**config.mk**
```make
export PLATFORM = sky130hd
export DESIGN_NAME = pws_queue
export DESIGN_NICKNAME = d
export VERILOG_FILES = /design/src/pws_pkg.sv /design/src/pws_queue.sv
export SDC_FILE = /design/constraint.sdc
export NUM_CORES = 1
export LEC_CHECK = 0
export ABC_CLOCK_PERIOD_IN_PS = 1950
export BUFFER_PORTS_ARGS = -buffer_cell sky130_fd_sc_hd__buf_2
export CORE_UTILIZATION = 45
export DETAILED_ROUTE_END_ITERATION = 8
export PLACE_DENSITY = 0.64
export SYNTH_ARGS = -nofsm -noshare
export SYNTH_HDL_FRONTEND = slang
export SYNTH_SLANG_ARGS = --single-unit
```
**constraint.sdc**
```tcl
create_clock -name i_clk -period 1.95 [get_ports i_clk]
set_input_delay 0.195 -clock i_clk [delete_from_list [all_inputs] [get_ports i_clk]]
set_output_delay 0.195 -clock i_clk [all_outputs]
set_load 0.02 [all_outputs]
```
**src/pws_pkg.sv**
```systemverilog
// ----------------------------------------------------------------------------
// pws_pkg
// Shared types, sizes and the letter decoder of the window scorer.
// ----------------------------------------------------------------------------
package pws_pkg;

    // Score table geometry.
    localparam int MAX_COLUMNS      = 64;
    localparam int SLOTS_PER_COLUMN = 21;
    localparam int TABLE_DEPTH      = MAX_COLUMNS * SLOTS_PER_COLUMN;
    localparam int TABLE_AW         = $clog2(TABLE_DEPTH);
    localparam int COL_W            = (MAX_COLUMNS > 1) ? $clog2(MAX_COLUMNS) : 1;

    // Field widths.
    localparam int SLOT_W  = 5;
    localparam int SCORE_W = 16;
    localparam int SYM_W   = 8;
    localparam int COUNT_W = 7;
    localparam int SUM_W   = 24;

    // Alphabet sizes; the wildcard slot equals the alphabet size.
    localparam logic [SLOT_W-1:0] AMINO_SIZE = 5'd20;
    localparam logic [SLOT_W-1:0] NUC_SIZE   = 5'd4;

    localparam logic [SYM_W-1:0] STOP_CHAR = 8'h2A;

    // Commands carried in tuser.
    localparam logic CMD_LOAD  = 1'b0;
    localparam logic CMD_SCORE = 1'b1;

    // Register indexes of the configuration port.
    localparam logic [1:0] REG_NUC_MODE  = 2'd0;
    localparam logic [1:0] REG_COL_COUNT = 2'd1;
    localparam logic [1:0] REG_STOP      = 2'd2;

    // Queue between the front and the back.
    localparam int QUEUE_DEPTH = 4;
    localparam int QUEUE_AW    = $clog2(QUEUE_DEPTH);

    // One scored column on its way to the accumulator.
    typedef struct packed {
        logic signed [SCORE_W-1:0] add;
        logic                      last;
    } t_job;

    typedef struct packed {
        logic              hit;
        logic [SLOT_W-1:0] slot;
    } t_letter;

    // Maps a character to its slot in the active alphabet; lowercase folds
    // to uppercase, and U counts as T for nucleotides.
    function automatic t_letter letter_of(input logic [SYM_W-1:0] sym, input logic nuc);
        logic [SYM_W-1:0] up;
        t_letter          res;
        up  = (sym >= 8'h61 && sym <= 8'h7A) ? sym - 8'd32 : sym;
        res = '{hit: 1'b1, slot: '0};
        if (nuc) begin
            case (up)
                8'h41:   res.slot = 5'd0;  // A
                8'h43:   res.slot = 5'd1;  // C
                8'h47:   res.slot = 5'd2;  // G
                8'h54,
                8'h55:   res.slot = 5'd3;  // T, U
                default: res.hit  = 1'b0;
            endcase
        end else begin
            case (up)
                8'h41:   res.slot = 5'd0;  // A
                8'h43:   res.slot = 5'd1;  // C
                8'h44:   res.slot = 5'd2;  // D
                8'h45:   res.slot = 5'd3;  // E
                8'h46:   res.slot = 5'd4;  // F
                8'h47:   res.slot = 5'd5;  // G
                8'h48:   res.slot = 5'd6;  // H
                8'h49:   res.slot = 5'd7;  // I
                8'h4B:   res.slot = 5'd8;  // K
                8'h4C:   res.slot = 5'd9;  // L
                8'h4D:   res.slot = 5'd10; // M
                8'h4E:   res.slot = 5'd11; // N
                8'h50:   res.slot = 5'd12; // P
                8'h51:   res.slot = 5'd13; // Q
                8'h52:   res.slot = 5'd14; // R
                8'h53:   res.slot = 5'd15; // S
                8'h54:   res.slot = 5'd16; // T
                8'h56:   res.slot = 5'd17; // V
                8'h57:   res.slot = 5'd18; // W
                8'h59:   res.slot = 5'd19; // Y
                default: res.hit  = 1'b0;
            endcase
        end
        return res;
    endfunction

endpackage

```
**src/pws_queue.sv**
```systemverilog
// ----------------------------------------------------------------------------
// pws_queue
// Small FIFO of scored columns between the front and the accumulator.
// ----------------------------------------------------------------------------
module pws_queue (
    input  logic                        i_clk,
    input  logic                        i_rst_n,
    input  logic                        i_push,
    input  pws_pkg::t_job               i_job,
    input  logic                        i_pop,
    output logic                        o_valid,
    output pws_pkg::t_job               o_job,
    output logic [pws_pkg::QUEUE_AW:0]  o_level
);

    pws_pkg::t_job                  r_mem [pws_pkg::QUEUE_DEPTH];
    logic [pws_pkg::QUEUE_AW-1:0]   r_wr;
    logic [pws_pkg::QUEUE_AW-1:0]   r_rd;
    logic [pws_pkg::QUEUE_AW:0]     r_count;
    logic                           do_pop;

    assign o_valid = (r_count != '0);
    assign do_pop  = i_pop && o_valid;
    assign o_job   = r_mem[r_rd];
    assign o_level = r_count;

    // Pointers and fill level; the front never pushes into a full queue.
    always_ff @(posedge i_clk) begin
        if (!i_rst_n) begin
            r_wr    <= '0;
            r_rd    <= '0;
            r_count <= '0;
        end else begin
            if (i_push) begin
                r_wr <= (32'(r_wr) == pws_pkg::QUEUE_DEPTH - 1) ? '0
                                                                : r_wr + pws_pkg::QUEUE_AW'(1);
            end
            if (do_pop) begin
                r_rd <= (32'(r_rd) == pws_pkg::QUEUE_DEPTH - 1) ? '0
                                                                : r_rd + pws_pkg::QUEUE_AW'(1);
            end
            r_count <= r_count + (pws_pkg::QUEUE_AW+1)'(i_push)
                               - (pws_pkg::QUEUE_AW+1)'(do_pop);
        end
        if (i_push) begin
            r_mem[r_wr] <= i_job;
        end
    end

endmodule

```
Word-level counts from Yosys, hierarchy flattened
Memory sizes are Yosys's and may differ from the RTL's. A register that Yosys moved wholly into a read port is not among the register bits.
Index checks and enable logic that the tools add are counted.
{ "totals": {"register_bits": 7, "latchBits": 0, "ramBits": 68, "rom_bits": 0, "in_bits": 21, "output_inout_bits": 21, "wordCells": 18, "mem_count": 1} }
{ "op_classes": {"n_addsub": 4, "mul": 0, "div_mod_pow": 0, "order_cmp": 0, "eq_ne": 2, "shifts": 0, "mux": 6, "n_bitwise": 0, "reduce_logical": 2} }
{ "mem_list": {"columns": ["name", "depth", "width", "rd", "rd_ports_with_merged_regs", "write_ports", "line_no", "rtl"], "rows": [
  ["r_mem", 4, 17, 1, 1, 1, "pws_queue.sv:16", "pws_pkg::t_job r_mem [pws_pkg::QUEUE_DEPTH];"]
]} }
{ "op_table": {"columns": ["operator", "count"], "rows": [
  ["$mux 2", 4],
  ["$add 2x1->2 const B", 2],
  ["$eq 2x2->1 const B", 2],
  ["$add 3x1->3", 1],
  ["$reduce_bool 3->1", 1],
  ["$sub 3x1->3", 1],
  ["$mux 1", 2],
  ["$logic_and 1x1->1", 1]
]} }

Longest topological paths before layout
{ "depth": {"word_depth": 4, "depth_mapped": 8, "depth_no_buf": 8} }

Least setup slack after synthesis
Ideal clock, no wire load.
{ "synth_timing": {"kind": "register to register", "from": "register r_count, in the netlist o_level[1]", "to": "register r_count, in the netlist o_level[2]", "setup_ns": 0.114, "arrival_ns": 1.830, "t_required_ns": 1.836, "path_slack_ns": 0.005, "path_stages_with_launch": 9, "path_buffers": 0, "period_less_slack_ns": 1.945, "path_cell_list": "dfxtp_1 -> o31a_1 -> ha_1 -> inv_1 -> ha_1 -> inv_1 -> fa_1 -> xnor3_1 -> nor2_1"} }
{ "synth_via": {"elab_chain_cells": 3, "word_cells_on_any_way": 4, "classes_between": "add/sub (2); reduce/logical (2)"} }
{ "synth_rtl": {"columns": ["element", "line_no", "rtl"], "rows": [
  ["start, declared", "pws_queue.sv:19", "logic [pws_pkg::QUEUE_AW:0] r_count;"],
  ["start signal, assigned", "pws_queue.sv:42", "r_count <= r_count + (pws_pkg::QUEUE_AW+1)'(i_push)"],
  ["parallel branches: the longest is 2 deep, another holds $add 3x1->3", null, null],
  ["$sub 3x1->3 (*)", "pws_queue.sv:43", "- (pws_pkg::QUEUE_AW+1)'(do_pop);"]
]} }
Mark *: on every way between the ends.
A chain may end at the register's enable or synchronous reset.

Final worst setup path
{ "layout_timing": {"from": "register r_count, in the netlist o_level[0]", "to": "register r_count, in the netlist o_level[2]"} }
The elaborated chain is that of the path after synthesis.

==> run metrics <==
Synth Warn #=0; sequential element share of the synthesized area=75.3%; Pwr Density=1210 nW/um^2; Final Util=55.1%; dpl cells=253; CP Launch Point=o_level[0]; FF-to-FF Start=o_level[0]; area grow syn2layout=18.5%; worst vdd ir=0.789 mV; Yosys cell types=20; Worst Max-Slew Pin Slew=882 ps; Setup Skew=5.28 ps; Post-Route WL=4.60 mm; Diodes inserted=0; Post-Layout Cell Count=270; vias in the first global route=1,513; commonest non-fill, non-tap cell in the layout=edfxtp_1; placed wire-length estimate=3.00 mm; Final min period=1930 ps; Worst slew margin=41.2%; post-synthesis cell count=133; top post-synthesis cells by area=edfxtp_1, mux4_2, mux4_1, dfxtp_1, ha_1; Avg Synthesized Cell Area=22.2 um^2; largest net degree at the start of global routing=18; Cell Area, Synth=2950 um^2; NumNets Final=217; H-tree levels=3; syn_nets=162; Die Footprint=6890 um^2; final hold vios=0; most frequent cells in the layout=edfxtp_1, buf_2, mux4_2; Initial Utilization=46.5%; Via Count=1,364; maxcap violations=0; Seq cells post-synth=77; TritonCTS clock tree=yes; grt total ovfl=0; CTS Buf Count=9; status=complete, no violations; Worst Path Max Fanout=2; combinational share of power=24.3%; top-level I/O count=42; # clock sinks=77; Wirelength per Cell=17.0 um; hold crit path type=in -> reg; Seq pwr share=46.1%; GRT Total Usage=14.8%; P_int=3.11 mW; DRC violation count after routing=0; Reg clk slew, reported paths=80 ps; Vias/cell=5.05; P_sw=1.14 mW; first-pass GRT wire length=7.41 mm; top cell type's share of synthesized area=69.2%; core area=6350 um^2; fmax=519 MHz; fill count=478; CP endpoint kind=register; Pins Over Slew Limit=0; drt initial violations=82; CP Data Arrival Time=2190 ps; first-pass detailed-route iteration total=4; clock share of power=29.6%; startpoint types=register; CP Data Required Time=2220 ps; clock root buffer=clkbuf_8; num rows=29; RSZ-0062 raised after global routing=true; top cell type by total area after synthesis=edfxtp_1; Setup WS pre-CTS=-26.4 ps; hold wc startpoint=i_job[7]; Final Cycle Share=98.8%; die height=83.0 um; gp weighted congestion=0.633; Net Sw Frac=26.8%; clk_lat worst skew=340 ps; # port buffers=41; CTS Buffer Depth=2; Crit Path Class=reg -> reg; fraction of layout instances using a drive strength above 1=42.0%; initial antenna violation count=0; Final WS setup=24.1 ps; Post-DRT Antenna Nets=0; die width=83.0 um; final setup vio count=0; Leak Pwr=1.27 nW
## final timing paths
check	to	slack, ps	depth (start not counted)
max reg2reg	o_level[2]	20	8
min	r_mem[1][7]	60	1
min reg2reg	r_rd[0]	510	2
max	o_level[2]	20	8
## metrics by stage
step / power [mW] / TNS, ps / area (um^2) / hold slack (ps)
2_1_floorplan: 2.71 / 0 / 2950 / 294
3_3_place_gp: 2.95 / 0 / 3270 / 405
3_5_place_dp: 3.01 / -26.4 / 3270 / 410
4_1_cts: 4.29 / 0 / 3500 / 48.1
5_1_grt: 4.43 / -50.4 / 3500 / 45.6
6_report: 4.24 / 0 / 3500 / 63.0
## layout make-up
cell class	count	area, um^2	share of cell area [%]
sequential	77	2220	63.6
multi-input combinational	46	672	19.2
timing repair buffer	48	270	7.72
clock buffer	9	124	3.54
tap	77	96.3	2.75
clock inverter	7	90.1	2.57
inverter	6	22.5	0.644
## synthesized netlist by cell type
cell type   n
edfxtp_1   68
mux4_2     10
dfxtp_1     9
ha_1        7
mux4_1      7
inv_1       6
and2_1      5
mux2i_1     3
nand2_1     3
nor2_1      3
buf_2       2
or3b_2      2
a21oi_1     1
buf_12      1
buf_6       1
fa_1        1
nand2b_1    1
o31a_1      1
or3_1       1
xnor3_1     1
## sequential cells by signal, indices dropped and copies added, names as in the netlist, named ones only
| name | flops |
|---|---|
| r_mem | 68 |
| r_wr | 2 |
| o_level | 3 |
| r_rd | 2 |
## logic make-up after synthesis
| logic type | synth area share, % |
|---|---|
| DFF | 75.3 |
| muxes | 14.9 |
| AOI/OAI and AO/OA | 0.466 |
| and+or+nand+nor | 2.84 |
| xor gates and xnor gates | 0.763 |
| buffers and inverters | 2.16 |
| adders and majority gates | 3.64 |
## per-layer routing
layer  routed length, um  track usage [%]
met1                1860             16.4
met5                   0                0
met2                2510             25.4
met4                  31             6.58
met3                 199             5.47
## power by group through the flow
stage / registers, mW / clock network, mW / logic [mW]
final: 1.95 / 1.26 / 1.03
after global routing: 1.96 / 1.36 / 1.11
after CTS: 1.95 / 1.29 / 1.05
after detailed placement: 1.99 / 0 / 1.02
after global placement: 1.98 / 0 / 0.968
after floorplan: 2.01 / 0 / 0.693
## repair_timing
item                       in CTS  in global routing
setup endpoints to repair       1                  1
resized for setup               4                  1
pin swaps                       2                  1
hold buffers                    0                  0
buffers inserted                1                  0
## worst max-delay path, cell delays in order, from the launching register on
cell     delay [ps]
dfxtp_2         330
o31a_1          310
ha_1            280
inv_1            70
ha_2            180
inv_2            40
fa_2            330
xnor3_1         200
nor2_1          120
(Power assumes the default switching activity.)
