--- src/pws_pkg.sv ---
// ----------------------------------------------------------------------------
// pws_pkg
// Shared types, sizes and the letter decoder of the window scorer.
// ----------------------------------------------------------------------------
package pws_pkg;

    // Score table geometry.
    localparam int MAX_COLUMNS      = 64;
    localparam int SLOTS_PER_COLUMN = 21;
    localparam int TABLE_DEPTH      = MAX_COLUMNS * SLOTS_PER_COLUMN;
    localparam int TABLE_AW         = $clog2(TABLE_DEPTH);
    localparam int COL_W            = (MAX_COLUMNS > 1) ? $clog2(MAX_COLUMNS) : 1;

    // Field widths.
    localparam int SLOT_W  = 5;
    localparam int SCORE_W = 16;
    localparam int SYM_W   = 8;
    localparam int COUNT_W = 7;
    localparam int SUM_W   = 24;

    // Alphabet sizes; the wildcard slot equals the alphabet size.
    localparam logic [SLOT_W-1:0] AMINO_SIZE = 5'd20;
    localparam logic [SLOT_W-1:0] NUC_SIZE   = 5'd4;

    localparam logic [SYM_W-1:0] STOP_CHAR = 8'h2A;

    // Commands carried in tuser.
    localparam logic CMD_LOAD  = 1'b0;
    localparam logic CMD_SCORE = 1'b1;

    // Register indexes of the configuration port.
    localparam logic [1:0] REG_NUC_MODE  = 2'd0;
    localparam logic [1:0] REG_COL_COUNT = 2'd1;
    localparam logic [1:0] REG_STOP      = 2'd2;

    // Queue between the front and the back.
    localparam int QUEUE_DEPTH = 4;
    localparam int QUEUE_AW    = $clog2(QUEUE_DEPTH);

    // One scored column on its way to the accumulator.
    typedef struct packed {
        logic signed [SCORE_W-1:0] add;
        logic                      last;
    } t_job;

    typedef struct packed {
        logic              hit;
        logic [SLOT_W-1:0] slot;
    } t_letter;

    // Maps a character to its slot in the active alphabet; lowercase folds
    // to uppercase, and U counts as T for nucleotides.
    function automatic t_letter letter_of(input logic [SYM_W-1:0] sym, input logic nuc);
        logic [SYM_W-1:0] up;
        t_letter          res;
        up  = (sym >= 8'h61 && sym <= 8'h7A) ? sym - 8'd32 : sym;
        res = '{hit: 1'b1, slot: '0};
        if (nuc) begin
            case (up)
                8'h41:   res.slot = 5'd0;  // A
                8'h43:   res.slot = 5'd1;  // C
                8'h47:   res.slot = 5'd2;  // G
                8'h54,
                8'h55:   res.slot = 5'd3;  // T, U
                default: res.hit  = 1'b0;
            endcase
        end else begin
            case (up)
                8'h41:   res.slot = 5'd0;  // A
                8'h43:   res.slot = 5'd1;  // C
                8'h44:   res.slot = 5'd2;  // D
                8'h45:   res.slot = 5'd3;  // E
                8'h46:   res.slot = 5'd4;  // F
                8'h47:   res.slot = 5'd5;  // G
                8'h48:   res.slot = 5'd6;  // H
                8'h49:   res.slot = 5'd7;  // I
                8'h4B:   res.slot = 5'd8;  // K
                8'h4C:   res.slot = 5'd9;  // L
                8'h4D:   res.slot = 5'd10; // M
                8'h4E:   res.slot = 5'd11; // N
                8'h50:   res.slot = 5'd12; // P
                8'h51:   res.slot = 5'd13; // Q
                8'h52:   res.slot = 5'd14; // R
                8'h53:   res.slot = 5'd15; // S
                8'h54:   res.slot = 5'd16; // T
                8'h56:   res.slot = 5'd17; // V
                8'h57:   res.slot = 5'd18; // W
                8'h59:   res.slot = 5'd19; // Y
                default: res.hit  = 1'b0;
            endcase
        end
        return res;
    endfunction

endpackage

--- src/pws_back.sv ---
// ----------------------------------------------------------------------------
// pws_back
// Saturating window accumulator with the output register.
// ----------------------------------------------------------------------------
module pws_back (
    input  logic                              i_clk,
    input  logic                              i_rst_n,
    input  logic                              i_valid,
    input  pws_pkg::t_job                     i_job,
    output logic                              o_pop,
    output logic                              o_valid,
    input  logic                              i_ready,
    output logic signed [pws_pkg::SUM_W-1:0]  o_window_score,
    output logic                              o_saturated
);

    localparam logic signed [pws_pkg::SUM_W:0] SUM_MAX = (pws_pkg::SUM_W+1)'(8388607);
    localparam logic signed [pws_pkg::SUM_W:0] SUM_MIN = -(pws_pkg::SUM_W+1)'(8388608);

    logic signed [pws_pkg::SUM_W-1:0] r_sum;
    logic                             r_ovf;
    logic                             r_out_v;
    logic signed [pws_pkg::SUM_W-1:0] r_out_score;
    logic                             r_out_sat;

    logic signed [pws_pkg::SUM_W:0]   wide;
    logic signed [pws_pkg::SUM_W-1:0] n_sum;
    logic                             clamp;

    // Pop unless a finished window would overwrite an untaken result.
    assign o_pop = i_valid && (!i_job.last || !r_out_v || i_ready);

    // Saturating add of one column.
    always_comb begin
        wide  = (pws_pkg::SUM_W+1)'(r_sum) + (pws_pkg::SUM_W+1)'(i_job.add);
        clamp = 1'b1;
        if (wide > SUM_MAX) begin
            n_sum = SUM_MAX[pws_pkg::SUM_W-1:0];
        end else if (wide < SUM_MIN) begin
            n_sum = SUM_MIN[pws_pkg::SUM_W-1:0];
        end else begin
            n_sum = wide[pws_pkg::SUM_W-1:0];
            clamp = 1'b0;
        end
    end

    // Running sum and result register.
    always_ff @(posedge i_clk) begin
        if (!i_rst_n) begin
            r_sum   <= '0;
            r_ovf   <= 1'b0;
            r_out_v <= 1'b0;
        end else begin
            if (r_out_v && i_ready) begin
                r_out_v <= 1'b0;
            end
            if (o_pop) begin
                if (i_job.last) begin
                    r_sum   <= '0;
                    r_ovf   <= 1'b0;
                    r_out_v <= 1'b1;
                end else begin
                    r_sum <= n_sum;
                    r_ovf <= r_ovf | clamp;
                end
            end
        end
        if (o_pop && i_job.last) begin
            r_out_score <= n_sum;
            r_out_sat   <= r_ovf | clamp;
        end
    end

    assign o_valid        = r_out_v;
    assign o_window_score = r_out_score;
    assign o_saturated    = r_out_sat;

endmodule

--- config.mk ---
export PLATFORM = sky130hd
export DESIGN_NAME = pws_back
export DESIGN_NICKNAME = d
export VERILOG_FILES = /design/src/pws_pkg.sv /design/src/pws_back.sv
export SDC_FILE = /design/constraint.sdc
export NUM_CORES = 1
export LEC_CHECK = 0
export ABC_AREA = 0
export ABC_CLOCK_PERIOD_IN_PS = 6900
export BUFFER_PORTS_ARGS = -buffer_cell sky130_fd_sc_hd__buf_2
export CORE_AREA = 5 5 80 82
export DETAILED_ROUTE_END_ITERATION = 16
export DIE_AREA = 0 0 85 87
export GPL_ROUTABILITY_DRIVEN = 0
export PLACE_DENSITY_LB_ADDON = 0.05
export SETUP_SLACK_MARGIN = 0.15
export SYNTH_ARGS = -nofsm -noshare
export SYNTH_HDL_FRONTEND = slang
export SYNTH_SLANG_ARGS = --single-unit
--- constraint.sdc ---
create_clock -name i_clk -period 6.9 [get_ports i_clk]
set_input_delay 0 -clock i_clk [delete_from_list [all_inputs] [get_ports i_clk]]
set_output_delay 0 -clock i_clk [all_outputs]
set_load 0.03 [all_outputs]
## Yosys cells after proc, flatten, opt, wreduce, memory -nomap -nowiden

Cells that the tools add are included.

| word-level totals | value |
|---|---|
| bits in registers | 51 |
| output and inout port bits | 27 |

| cells by class | value |
|---|---|
| reduce and logical (&&, ||, !) cells | 7 |
| muxes and demuxes | 9 |
| $add $sub $neg | 1 |
| order comparisons | 2 |
| bitwise operators | 1 |

Operators by type and width:

| cell | number |
|---|---|
| 24-bit two-way mux | 3 |
| 24-bit by 16-bit adder with 25-bit output | 1 |
| 25-bit by 24-bit greater-than comparator with 1-bit output (second input constant) | 1 |
| 25-bit by 24-bit less-than comparator with 1-bit output (second input constant) | 1 |
| 1-bit two-way mux | 6 |
| 1-bit logical AND | 3 |
| 1-bit logical NOT | 2 |
| 1-bit logical OR | 2 |
| 1-bit bitwise OR | 1 |

## Depth between registers and ports, before layout

| depth | value |
|---|---|
| depth in word-level cells | 6 |
| depth in mapped cells | 12 |
| depth with buffers taken out | 12 |

## Worst setup path before layout

OpenSTA, ideal clock, no wires.

| timing | value |
|---|---|
| path kind | flip-flop to flip-flop |
| start point | register r_sum[0] (netlist name) |
| end point | register r_out_score, in the netlist o_window_score[16], data pin |
| stages on the path, launching flop included | 11 |
| path slack | 4.251 ns |
| library setup time | 0.265 ns |
| arrival | 2.384 ns |
| buffers on the path | 0 |
| cells stage by stage | dfxtp_1 -> ha_1 -> inv_1 -> fa_1 -> nand2b_1 -> a21o_1 -> a31o_1 -> o21ai_0 -> a21oi_1 -> xnor2_1 -> maj3_1 |

| between the ends | value |
|---|---|
| cells in the longest elaborated chain, start to end | 4 |
| elaborated cells on any way between the ends | 5 |
| classes of those cells | 1 x add/sub; 2 x order compare; 2 x mux |

Ends and longest elaborated chain:

| element | line | source |
|---|---|---|
| from (decl) | pws_back.sv:20 | `logic signed [pws_pkg::SUM_W-1:0] r_sum;` |
| from (signal assigned) | pws_back.sv:63 | `r_sum <= n_sum;` |
| 24-bit by 16-bit adder with 25-bit output * | pws_back.sv:35 | `wide = (pws_pkg::SUM_W+1)'(r_sum) + (pws_pkg::SUM_W+1)'(i_job.add);` |
| 25-bit by 24-bit less-than comparator with 1-bit output | pws_back.sv:39 | `end else if (wide < SUM_MIN) begin` |
| 24-bit two-way mux | pws_back.sv:39 |  |
| 24-bit two-way mux * | pws_back.sv:37 | `if (wide > SUM_MAX) begin` |
| named net n_sum (one bit) | pws_back.sv:27 | `logic signed [pws_pkg::SUM_W-1:0] n_sum;` |
| to (signal assigned) | pws_back.sv:69 | `r_out_score <= n_sum;` |
| to (decl) | pws_back.sv:23 | `logic signed [pws_pkg::SUM_W-1:0] r_out_score;` |

Mark *: on every way through the listed nets, which the timed path passes. The rest lies on a longest branch.
A chain may end at the register's enable or synchronous reset.

## Worst setup path after layout

| timing | value |
|---|---|
| start point | register r_sum[0] (netlist name) |
| end point | register r_out_score, in the netlist o_window_score[22], data pin |

The elaborated chain is that of the path after synthesis.

==> results.json <==
{
  "rsz0062_at_grt": "false",
  "dp_cells": 462,
  "worst-slew-pin-transition_ns": 1.094,
  "regArea_mm2": 0.001271,
  "rows": 28,
  "nets": 442,
  "vias_per_cell": 5.850,
  "area_growth_pct": 11.16,
  "dieWidth_um": 85,
  "num_vias": 2761,
  "required_ns": 7.06,
  "multiInputGateArea_mm2": 0.001968,
  "cp_slowest_cell": "o2bb2ai_2",
  "ys_seq_elements": 51,
  "synthCells": 355,
  "power_density_mw_per_mm2": 226.9,
  "design.core.area_mm2": 0.005675,
  "io_buffers": 47,
  "min_period_over_period": 0.4458,
  "clkTransAtPathRegs_ns": 0.10,
  "grt_pass1_vias": 2697,
  "slew_violations": 0,
  "arrival_ns": 3.24,
  "fillers": 508,
  "worstSetupStartpointType": "flop",
  "tritoncts": "done",
  "routed_wl_um": 7706,
  "start_util": 0.5906,
  "grt.overflow.total": 0,
  "crit_chain": "ha_1, inv_1, fa_1, nand2b_1, a21o_1, a31o_1, o21ai_2, a21boi_4, o2bb2ai_2, nor2_1, nor2_1",
  "syn-num-nets": 401,
  "syn_avg_cell_area_um2": 9.442,
  "synth.distinct_cells": 63,
  "synthFlopType": "dfxtp_1",
  "placed_area_mm2": 0.003595,
  "hold_slack_ns": 0.01445,
  "cts_setup_buffers": 0,
  "cpPeakStageDelay_ns": 0.71,
  "cp_max_fo": 16,
  "fin_crit_ns": 3.076,
  "design_area_mm2": 0.003726,
  "dpl_worst_slack_ns": 3.847,
  "cts_buffers": 5,
  "drc": 0,
  "crit_top_cell": "nor2_1",
  "critPathTopFamily": "compound AO/OA/AOI/OAI gates",
  "cap_violations": 0,
  "grt_use_total": 0.2155,
  "yosysWarnings": 0,
  "critPathKind": "reg -> reg",
  "max_freq_mhz": 325.1,
  "fp.dieH_um": 87,
  "total_power_mw": 0.8456,
  "synth_area_mm2": 0.003352,
  "final_hold_viol_count": 0,
  "clock_path_buffers": 2,
  "drt_iter0_markers": 110,
  "p_leak_nw": 1.542,
  "drive_gt1_frac": 0.1914,
  "finish.utilization": 0.6565,
  "setup_viol": 0,
  "grt_max_degree": 27,
  "hp-class": "in -> reg",
  "setup-tns-final_ns": 0,
  "ys_seq_area_frac": 0.3792,
  "ir_drop_mv": 0.1220,
  "grt_pass1_wl_um": 12590,
  "setup_ws_ns": 3.824,
  "cts.sinks": 51,
  "clk_latency_ns": 0.31,
  "post-dp-hpwl_um": 5669,
  "clock-root-buffer": "clkbuf_8",
  "cp-end-kind": "flop",
  "status": "complete, no violations",
  "wl_per_cell_um": 16.33,
  "antenna_found_initial": 0,
  "antenna_cells": 0,
  "finalNonFillerCells": 472,
  "htreeDepth": 2,
  "postRouteAntennaNets": 0,
  "synth-async-reset-ratio": 0,
  "dr.pass1.iters": 5,
  "io_pins": 48,
  "critPathBufInv": 1,
  "synth-edff-count": 25,
  "relSlewSlack": 0.2699,
  "skew_ns": 0.007663,
  "die_area_mm2": 0.007395
}
## where the power goes
group | total (mW) | leakage [nW] | internal [mW] | switching, mW
Sequential | 0.363 | 0.447 | 0.353 | 0.00951
Combinational | 0.270 | 1.04 | 0.101 | 0.170
Clock | 0.212 | 0.0562 | 0.108 | 0.104
Total | 0.846 | 1.54 | 0.562 | 0.284
## final cells by class
class,count,share of cell area
Multi-Input combinational cell,282,0.5282
Sequential cell,51,0.3412
Tap cell,75,0.02518
Clock buffer,5,0.01847
Clock inverter,3,0.01142
Inverter,7,0.007052
Timing Repair Buffer,49,0.06850
## synthesized netlist by cell type (2+ instances only)
cell type	instances	area, µm²
buf_6	2	22.52
nand3_1	2	10.01
nand2b_1	3	18.77
a22o_1	4	35.03
xnor2_1	13	113.9
clkbuf_1	4	15.01
nand2_1	41	153.9
buf_4	2	15.01
o21ai_0	22	110.1
nor2_1	42	157.7
a32o_1	5	50.05
o21a_1	5	37.54
a21oi_1	22	110.1
and2_1	6	37.54
maj3_1	5	50.05
inv_1	7	26.28
xor2_1	6	52.55
o21ai_2	3	26.28
a31oi_1	3	18.77
ha_1	24	300.3
a311oi_1	2	17.52
a21boi_0	3	22.52
buf_2	6	30.03
dfxtp_1	26	520.5
nand4_1	6	37.54
o211ai_1	6	45.04
o211a_1	2	20.02
nor3_1	4	20.02
o21ai_1	12	60.06
nor2b_1	3	18.77
edfxtp_1	25	750.7
a21o_1	8	60.06
## worst register-to-register path: stages, from the launching register on
cell and delay [ns]:
dfxtp_1 0.35, ha_1 0.20, inv_1 0.06, fa_1 0.39, nand2b_1 0.17, a21o_1 0.17
a31o_1 0.22, o21ai_2 0.25, a21boi_4 0.11, o2bb2ai_2 0.71, nor2_1 0.15, nor2_1 0.15
## kinds of logic after synthesis
group                    share of synthesized area
AND/OR/NAND/NOR                             0.1743
AO/OA/AOI/OAI                               0.2311
multiplexers                               0.01008
flip-flops                                  0.3792
adder cells (fa/ha/maj)                     0.1138
buffers and inverters                      0.03359
XOR/XNOR                                   0.05786
## registers in the layout (all words and copies together), names as in the netlist
| name | count |
|---|---|
| o_valid | 1 |
| o_saturated | 1 |
| r_ovf | 1 |
| o_window_score | 24 |
| r_sum | 24 |
## timing repair
action                                  CTS  global route
hold endpoints to repair                  3             0
gates resized for setup                   0             0
endpoints found under the setup margin    0             0
hold buffers                              2             0
## worst paths after layout
kind	start	endpoint	slack (ns)	cells after the start
setup reg to reg	r_sum[0]	o_window_score[22]	3.82	11
hold / removal	i_ready	o_valid	0.01	3
setup / recovery	r_sum[0]	o_window_score[22]	3.82	11
hold reg to reg	r_sum[21]	r_sum[21]	0.46	2
## layer usage
layer  track usage  up-vias  part of all wire
met1        0.2708     1303              0.44
met5             0        -                 0
li1              -     1375                 -
met4       0.06763        0             0.024
met2        0.3814       68              0.49
met3       0.03217       15             0.043
## cells in the final DEF, fill, tap and decap left out, types with 5 or more instances in the layout
| cell | synthesis | layout |
|---|---|---|
| clkbuf_8 | 0 | 5 |
| maj3_1 | 5 | 5 |
| o21ai_0 | 22 | 22 |
| xnor2_1 | 13 | 13 |
| a21oi_1 | 22 | 22 |
| a32o_1 | 5 | 5 |
| and2_1 | 6 | 6 |
| o21ai_1 | 12 | 12 |
| xor2_1 | 6 | 6 |
| inv_1 | 7 | 7 |
| edfxtp_1 | 25 | 25 |
| ha_1 | 24 | 24 |
| nand2_1 | 41 | 41 |
| nand4_1 | 6 | 6 |
| a21o_1 | 8 | 8 |
| buf_2 | 6 | 47 |
| dfxtp_1 | 26 | 26 |
| o211ai_1 | 6 | 6 |
| nor2_1 | 42 | 42 |
| o21a_1 | 5 | 5 |
No activity file was read; power rests on OpenSTA's default activity.
